==> config.mk <==
export PLATFORM = sky130hd
export DESIGN_NAME = joystick_axis_deadband_scaler
export DESIGN_NICKNAME = d
export VERILOG_FILES = /design/src/hw/rtl/jads_pkg.sv /design/src/hw/rtl/joystick_axis_deadband_scaler.sv
export SDC_FILE = /design/constraint.sdc
export NUM_CORES = 2
export LEC_CHECK = 0
export ABC_AREA = 1
export BUFFER_PORTS_ARGS = -buffer_cell sky130_fd_sc_hd__buf_2
export CORE_ASPECT_RATIO = 1.1
export CORE_MARGIN = 8
export CORE_UTILIZATION = 50
export CTS_CLUSTER_SIZE = 8
export DETAILED_ROUTE_END_ITERATION = 10
export PLACE_DENSITY = 0.64
export SLEW_MARGIN = 5
export SYNTH_ARGS = -nofsm -noshare
export SYNTH_HDL_FRONTEND = slang
export SYNTH_SLANG_ARGS = --single-unit
==> constraint.sdc <==
create_clock -name clk -period 14.6 [get_ports clk]
set_clock_uncertainty 0.05 [all_clocks]
set_input_delay 4.38 -clock clk [delete_from_list [all_inputs] [get_ports clk]]
set_output_delay 4.38 -clock clk [all_outputs]
set_load 0.1 [all_outputs]
==> src/hw/rtl/jads_pkg.sv <==
// shared widths, register indexes and pipeline constants for the joystick axis scaler
// no dependencies; imported by the top level and by its checker
package jads_pkg;

    localparam int RAW_W   = 16;  // input sample
    localparam int OUT_W   = 17;  // scaled value and 17 bit registers
    localparam int PCT_W   = 7;   // deadband percent
    localparam int CFG_W   = 17;  // widest register
    localparam int IDX_W   = 3;   // register index

    localparam int TX_W    = 22;  // 25 * sample
    localparam int U_W     = 18;  // distance from the segment end
    localparam int PROD_W  = 36;  // delta * distance
    localparam int CM_W    = 25;  // bound * (100 - percent)
    localparam int NUM_W   = 41;  // full numerator
    localparam int SHIFT   = 13;  // divisor is 8192 * (100 - percent)
    localparam int A_W     = NUM_W - SHIFT;
    localparam int REM_W   = 7;   // remainder below the 7 bit divisor

    localparam int DIV_STAGES = 4;
    localparam int DIV_STEPS  = A_W / DIV_STAGES;

    // six arithmetic stages, the divider stages and the output register
    localparam int LATENCY = 6 + DIV_STAGES + 1;

    localparam logic [PCT_W-1:0] PCT_FULL = PCT_W'(100);

    localparam logic [IDX_W-1:0] REG_NEUTRAL = 3'd0;
    localparam logic [IDX_W-1:0] REG_MIN     = 3'd1;
    localparam logic [IDX_W-1:0] REG_MAX     = 3'd2;
    localparam logic [IDX_W-1:0] REG_PCT     = 3'd3;
    localparam logic [IDX_W-1:0] REG_INVERT  = 3'd4;

    localparam logic signed [OUT_W-1:0] NEUTRAL_RST = 17'sd0;
    localparam logic signed [OUT_W-1:0] MIN_RST     = -17'sd32768;
    localparam logic signed [OUT_W-1:0] MAX_RST     = 17'sd32768;

    // control that travels with each item
    typedef struct packed {
        logic valid;
        logic mid;   // inside the deadband
        logic sign;  // quotient is negated
    } stage_ctl_t;

endpackage

==> src/hw/rtl/joystick_axis_deadband_scaler.sv <==
// joystick axis deadband scaler: deadband test, piecewise linear scaling and a
// pipelined divider by (100 - percent); depends on jads_pkg
//
//  channel  | ports                                 | handshake
//  ---------+---------------------------------------+----------------------------
//  sample   | raw_sample                            | start & !busy, busy always low
//  result   | scaled_value                          | done strobe, one cycle
//  config   | cfg_wr_en, cfg_index, cfg_wdata       | write when cfg_wr_en high
//
// one sample may be taken every cycle; its result appears with done after the
// six arithmetic stages (multiplier, wide add, magnitude), the four radix-2
// divider stages of seven steps each and the output register
// reset clears the valid bits and loads the register reset values
// the receiver cannot stall, so nothing in the pipeline ever waits
module joystick_axis_deadband_scaler
    import jads_pkg::*;
(
    input  logic                    clk,
    input  logic                    rst_n,
    input  logic                    start,
    output logic                    busy,
    input  logic signed [RAW_W-1:0] raw_sample,
    output logic                    done,
    output logic signed [OUT_W-1:0] scaled_value,
    input  logic                    cfg_wr_en,
    input  logic [IDX_W-1:0]        cfg_index,
    input  logic [CFG_W-1:0]        cfg_wdata
);

    // configuration
    logic signed [OUT_W-1:0] neutral_value_reg;
    logic signed [OUT_W-1:0] out_min_reg;
    logic signed [OUT_W-1:0] out_max_reg;
    logic [PCT_W-1:0]        deadband_pct_reg;
    logic                    invert_axis_reg;

    always_ff @(posedge clk or negedge rst_n)
    begin
        if (!rst_n)
        begin
            neutral_value_reg <= NEUTRAL_RST;
            out_min_reg       <= MIN_RST;
            out_max_reg       <= MAX_RST;
            deadband_pct_reg  <= '0;
            invert_axis_reg   <= 1'b0;
        end
        else if (cfg_wr_en)
        begin
            unique case (cfg_index)
                REG_NEUTRAL: neutral_value_reg <= $signed(cfg_wdata[OUT_W-1:0]);
                REG_MIN:     out_min_reg       <= $signed(cfg_wdata[OUT_W-1:0]);
                REG_MAX:     out_max_reg       <= $signed(cfg_wdata[OUT_W-1:0]);
                REG_PCT:     deadband_pct_reg  <= cfg_wdata[PCT_W-1:0];
                REG_INVERT:  invert_axis_reg   <= cfg_wdata[0];
                default:     ;
            endcase
        end
    end

    assign busy = 1'b0;

    // stage 1: optional negation at 17 bits
    logic                    s1_valid_reg;
    logic signed [OUT_W-1:0] s1_x_reg;
    logic signed [OUT_W-1:0] s1_x_next;

    always_comb
    begin
        s1_x_next = OUT_W'(raw_sample);
        if (invert_axis_reg)
            s1_x_next = -OUT_W'(raw_sample);
    end

    // stage 2: deadband test and segment selection
    logic                    s2_valid_reg;
    logic                    s2_mid_reg;
    logic                    s2_sign_next;
    logic signed [U_W-1:0]   s2_u_reg;
    logic signed [U_W-1:0]   s2_delta_reg;
    logic signed [OUT_W-1:0] s2_c_reg;
    logic signed [TX_W-1:0]  tx;
    logic signed [TX_W-1:0]  thr;
    logic                    below;
    logic                    above;
    logic signed [U_W-1:0]   x_ext;
    logic signed [U_W-1:0]   s2_u_next;
    logic signed [OUT_W-1:0] s2_c_next;
    logic signed [U_W-1:0]   s2_delta_next;

    assign tx    = (TX_W'(s1_x_reg) <<< 4) + (TX_W'(s1_x_reg) <<< 3) + TX_W'(s1_x_reg);
    assign thr   = $signed({2'b00, deadband_pct_reg, 13'b0});
    assign below = (tx < -thr);
    assign above = (tx > thr);
    assign x_ext = U_W'(s1_x_reg);
    assign s2_sign_next = 1'b0;

    always_comb
    begin
        if (below)
        begin
            s2_u_next = -(x_ext + 18'sd32768);
            s2_c_next = out_min_reg;
        end
        else
        begin
            s2_u_next = x_ext - 18'sd32768;
            s2_c_next = out_max_reg;
        end
        s2_delta_next = U_W'(s2_c_next) - U_W'(neutral_value_reg);
    end

    // divisor is 8192 * m with m = 100 - percent
    logic [PCT_W-1:0] div_m;
    assign div_m = PCT_FULL - deadband_pct_reg;

    // stage 3: products
    logic                     s3_valid_reg;
    logic                     s3_mid_reg;
    logic signed [PROD_W-1:0] s3_prod_reg;
    logic signed [CM_W-1:0]   s3_cm_reg;

    // stage 4: scale by 25 and align the bound term
    logic                    s4_valid_reg;
    logic                    s4_mid_reg;
    logic signed [NUM_W-1:0] s4_p25_reg;
    logic signed [NUM_W-1:0] s4_cms_reg;
    logic signed [NUM_W-1:0] p_ext;

    assign p_ext = NUM_W'(s3_prod_reg);

    // stage 5: numerator
    logic                    s5_valid_reg;
    logic                    s5_mid_reg;
    logic signed [NUM_W-1:0] s5_num_reg;

    // stage 6: magnitude, divided by 8192
    stage_ctl_t              s6_ctl_reg;
    logic [A_W-1:0]          s6_a_reg;
    logic [NUM_W-1:0]        mag;

    assign mag = s5_num_reg[NUM_W-1] ? NUM_W'(-s5_num_reg) : NUM_W'(s5_num_reg);

    always_ff @(posedge clk or negedge rst_n)
    begin
        if (!rst_n)
        begin
            s1_valid_reg     <= 1'b0;
            s2_valid_reg     <= 1'b0;
            s3_valid_reg     <= 1'b0;
            s4_valid_reg     <= 1'b0;
            s5_valid_reg     <= 1'b0;
            s6_ctl_reg       <= '0;
        end
        else
        begin
            s1_valid_reg     <= start & ~busy;
            s2_valid_reg     <= s1_valid_reg;
            s3_valid_reg     <= s2_valid_reg;
            s4_valid_reg     <= s3_valid_reg;
            s5_valid_reg     <= s4_valid_reg;
            s6_ctl_reg.valid <= s5_valid_reg;
            s6_ctl_reg.mid   <= s5_mid_reg;
            s6_ctl_reg.sign  <= s5_num_reg[NUM_W-1] ^ s2_sign_next;
        end
    end

    always_ff @(posedge clk)
    begin
        s1_x_reg        <= s1_x_next;
        s2_mid_reg      <= ~(below | above);
        s2_u_reg        <= s2_u_next;
        s2_delta_reg    <= s2_delta_next;
        s2_c_reg        <= s2_c_next;
        s3_mid_reg      <= s2_mid_reg;
        s3_prod_reg     <= PROD_W'(s2_delta_reg) * PROD_W'(s2_u_reg);
        s3_cm_reg       <= CM_W'(s2_c_reg) * CM_W'($signed({1'b0, div_m}));
        s4_mid_reg      <= s3_mid_reg;
        s4_p25_reg      <= (p_ext <<< 4) + (p_ext <<< 3) + p_ext;
        s4_cms_reg      <= NUM_W'(s3_cm_reg) <<< SHIFT;
        s5_mid_reg      <= s4_mid_reg;
        s5_num_reg      <= s4_cms_reg + s4_p25_reg;
        s6_a_reg        <= mag[NUM_W-1:SHIFT];
    end

    // restoring divider by m: quotient bits shift in as dividend bits shift out
    stage_ctl_t       div_ctl_reg [DIV_STAGES];
    logic [A_W-1:0]   div_w_reg   [DIV_STAGES];
    logic [REM_W-1:0] div_r_reg   [DIV_STAGES];
    logic [REM_W:0]   m_ext;

    assign m_ext = {1'b0, div_m};

    for (genvar g = 0; g < DIV_STAGES; g++)
    begin : g_div
        stage_ctl_t       c_in;
        logic [A_W-1:0]   w_in;
        logic [REM_W-1:0] r_in;
        logic [A_W-1:0]   w_next;
        logic [REM_W-1:0] r_next;

        if (g == 0)
        begin : g_first
            assign c_in = s6_ctl_reg;
            assign w_in = s6_a_reg;
            assign r_in = '0;
        end
        else
        begin : g_rest
            assign c_in = div_ctl_reg[g-1];
            assign w_in = div_w_reg[g-1];
            assign r_in = div_r_reg[g-1];
        end

        always_comb
        begin
            logic [REM_W:0] trial;
            w_next = w_in;
            r_next = r_in;
            for (int i = 0; i < DIV_STEPS; i++)
            begin
                trial  = {r_next, w_next[A_W-1]};
                w_next = {w_next[A_W-2:0], 1'b0};
                if (trial >= m_ext)
                begin
                    r_next    = REM_W'(trial - m_ext);
                    w_next[0] = 1'b1;
                end
                else
                begin
                    r_next = trial[REM_W-1:0];
                end
            end
        end

        always_ff @(posedge clk or negedge rst_n)
        begin
            if (!rst_n)
                div_ctl_reg[g] <= '0;
            else
                div_ctl_reg[g] <= c_in;
        end

        always_ff @(posedge clk)
        begin
            div_w_reg[g]        <= w_next;
            div_r_reg[g]        <= r_next;
        end
    end

    // output register
    stage_ctl_t              last_ctl;
    logic signed [OUT_W-1:0] quo;
    logic signed [OUT_W-1:0] scaled_next;
    logic                    done_reg;
    logic signed [OUT_W-1:0] scaled_reg;

    assign last_ctl = div_ctl_reg[DIV_STAGES-1];
    assign quo      = $signed(div_w_reg[DIV_STAGES-1][OUT_W-1:0]);

    always_comb
    begin
        if (last_ctl.mid)
            scaled_next = neutral_value_reg;
        else if (last_ctl.sign)
            scaled_next = -quo;
        else
            scaled_next = quo;
    end

    always_ff @(posedge clk or negedge rst_n)
    begin
        if (!rst_n)
            done_reg <= 1'b0;
        else
            done_reg <= last_ctl.valid;
    end

    always_ff @(posedge clk)
    begin
        scaled_reg <= scaled_next;
    end

    assign done         = done_reg;
    assign scaled_value = scaled_reg;

endmodule

==> results.cfg <==
[timing]
fmax_ghz = 0.0743
relSlewSlack_pct = 22.8
finalSetupTns_ps = 0
worst_slew_pin_slew_ps = 1160
setup_violations = 0
finalHoldViolCount = 0
min_period_ps = 13470
period_share_pct = 92.2
drv_slew = 0

[finish]
final_cell_mix = 1089 x inv_1, 1029 x nand2_1, 499 x fa_1, 463 x ha_1, 380 x dfxtp_1
layout_commonest_cell = inv_1
seq_area_um2 = 9610
largest_reg_flops = 72
area_growth_pct = 7.99
layout.nets = 6348
layout-drive-gt1-share_pct = 5.85
multi_input_area_um2 = 29700
fill_cells = 8180

[global_routing]
grt_pass1_wl_mm = 175
overflow = 0
grt_pass1_vias = 34300
grt_use_total_pct = 22.0
grt_start_max_net_pins = 81
antenna_found_initial = 2

[routing]
ant_nets = 0
drtIter0Drc = 1773
route.detailed.drc = 0
vias_per_cell = 5.08
wl_per_cell_um = 16.2
drt-total-wl_mm = 106
vias = 33200
first_pass_iters = 5

[run]
max_cap_viol_count = 0

[synthesis]
syn_nets = 6305
ys_warn_count = 0
synth-edff-count = 0
syn_area_um2 = 43900
ys.flop_type = dfxtp_1
yosysUniqueCellTypes = 73
avgSynthCellArea_um2 = 8.28
ys_seq_area_share_pct = 21.9
ys_ff_latch = 460
synthCells = 5303
ys_async_sr_fraction_pct = 17.4

[clock_network]
cts_sinks = 460
cts-root-buf = clkbuf_16
cts_tree = built
cts_buffer_depth = 3
cts_made_buffers = 67
clk_pin_slew_ps = 50
insertion_delay_ps = 610
htreeDepth = 3

[placement]
dp_hpwl_mm = 84.9
io_buffers = 57
place_congestion = 0.913

[setup_path]
worst-setup-path-type = flop to flop
path_delay_family = compound AO/OA/AOI/OAI gates
critPathMaxFanout = 14
cp_slowest_cell = fa_1
crit_arrival_ps = 13910
slowest_delay_ps = 480
startpoint_type = flop
cp_num_buf_inv = 5
worst_ep_required_time_ps = 15040
critPathCaptureType = flop

[die]
die-area_um2 = 97600
die_height_um = 327
start_util_pct = 50.2
ios = 59
core-area_um2 = 87400
die_w_um = 299
placementRows = 114

[outcome]
status = completed

[worst_hold_path]
min_path_type = flop to flop
[metal layers]
metal  track usage, %  vias up  part of all wire [%]
met1             27.9    15900                    44
met4             8.53        0                   4.0
met2             38.4      648                    48
met3             2.12      195                   4.2
met5                0        -                     0
li1                 -    16400                     -
[worst reg2reg max path: cells and delay by family, from the launching register on]
kind	cells	cell delay (ps)
buffers and inverters	5	520
XOR/XNOR	1	320
adder cells (fa/ha/maj)	7	2770
AND/OR/NAND/NOR	17	2300
flip-flops	1	440
multiplexers	1	350
AO/OA/AOI/OAI	39	6580
[final cells by class]
cell class                      count  share of cell area (%)
Multi-Input combinational cell   3621                    62.7
Sequential cell                   460                    20.3
Inverter                         1107                    8.77
Timing Repair Buffer               89                    1.17
Tap cell                         1160                    3.06
Antenna cell                        2                  0.0106
Clock inverter                      7                   0.327
Clock buffer                       85                    3.68
[what timing repair did]
| item | CTS | global route |
|---|---|---|
| hold buffers | 0 | 0 |
| endpoints found under the setup margin | 0 | 24 |
| resized for setup | 0 | 13 |
| setup buffers | 0 | 8 |
[cells in the mapped netlist, drive strengths merged, types with 30 or more instances]
cell type / count / area, um^2
dfrtp: 77 / 1930
nand4: 33 / 213
nand2: 1069 / 4180
fa: 499 / 9990
nor3: 36 / 180
xor2: 199 / 1750
dfxtp: 380 / 7610
clkbuf: 94 / 353
inv: 1105 / 4150
nor2: 269 / 1040
a21oi: 290 / 1490
ha: 463 / 5790
nand3: 206 / 1240
xnor2: 127 / 1110
or2: 30 / 188
o21ai: 240 / 1230
[stage by stage]
stage          instances  hold WS [ps]  area [um^2]  utilization, %  setup slack [ps]
5_1_grt             6529           274        47400            54.2             -11.4
3_5_place_dp        6429           262        45400            51.9               939
2_1_floorplan       5303           260        43900               -              72.2
3_3_place_gp        6429           260        45400            51.9              1300
4_1_cts             6521           267        47300            54.1               879
6_report            6531           264        47400            54.2              1130
[worst paths after layout]
| check | start | cells past startpoint | slack, ps | to |
|---|---|---|---|---|
| min in group asynchronous | rst_n | 1 | 3880 | invert_axis_reg |
| max in group asynchronous | rst_n | 1 | 9900 | deadband_pct_reg[0] |
| min reg2reg | div_w_reg[0][8] | 0 | 260 | div_w_reg[1][15] |
| max reg2reg | deadband_pct_reg[1] | 70 | 1130 | div_w_reg[3][0] |
| min | div_w_reg[0][8] | 0 | 260 | div_w_reg[1][15] |
| max | deadband_pct_reg[1] | 70 | 1130 | div_w_reg[3][0] |
[cells by family after synthesis]
logic type | after synthesis | synth area share, %
flip-flops | 460 | 21.9
AND/OR/NAND/NOR | 1676 | 16.6
multiplexers | 3 | 0.0769
buffers and inverters | 1222 | 10.5
AO/OA/AOI/OAI | 653 | 8.42
XOR/XNOR | 326 | 6.52
adder cells (fa/ha/maj) | 962 | 35.9
other | 1 | 0.00854
Power is not shown: default switching activity piles up to over one toggle a cycle in this logic, so the estimate is an artifact.
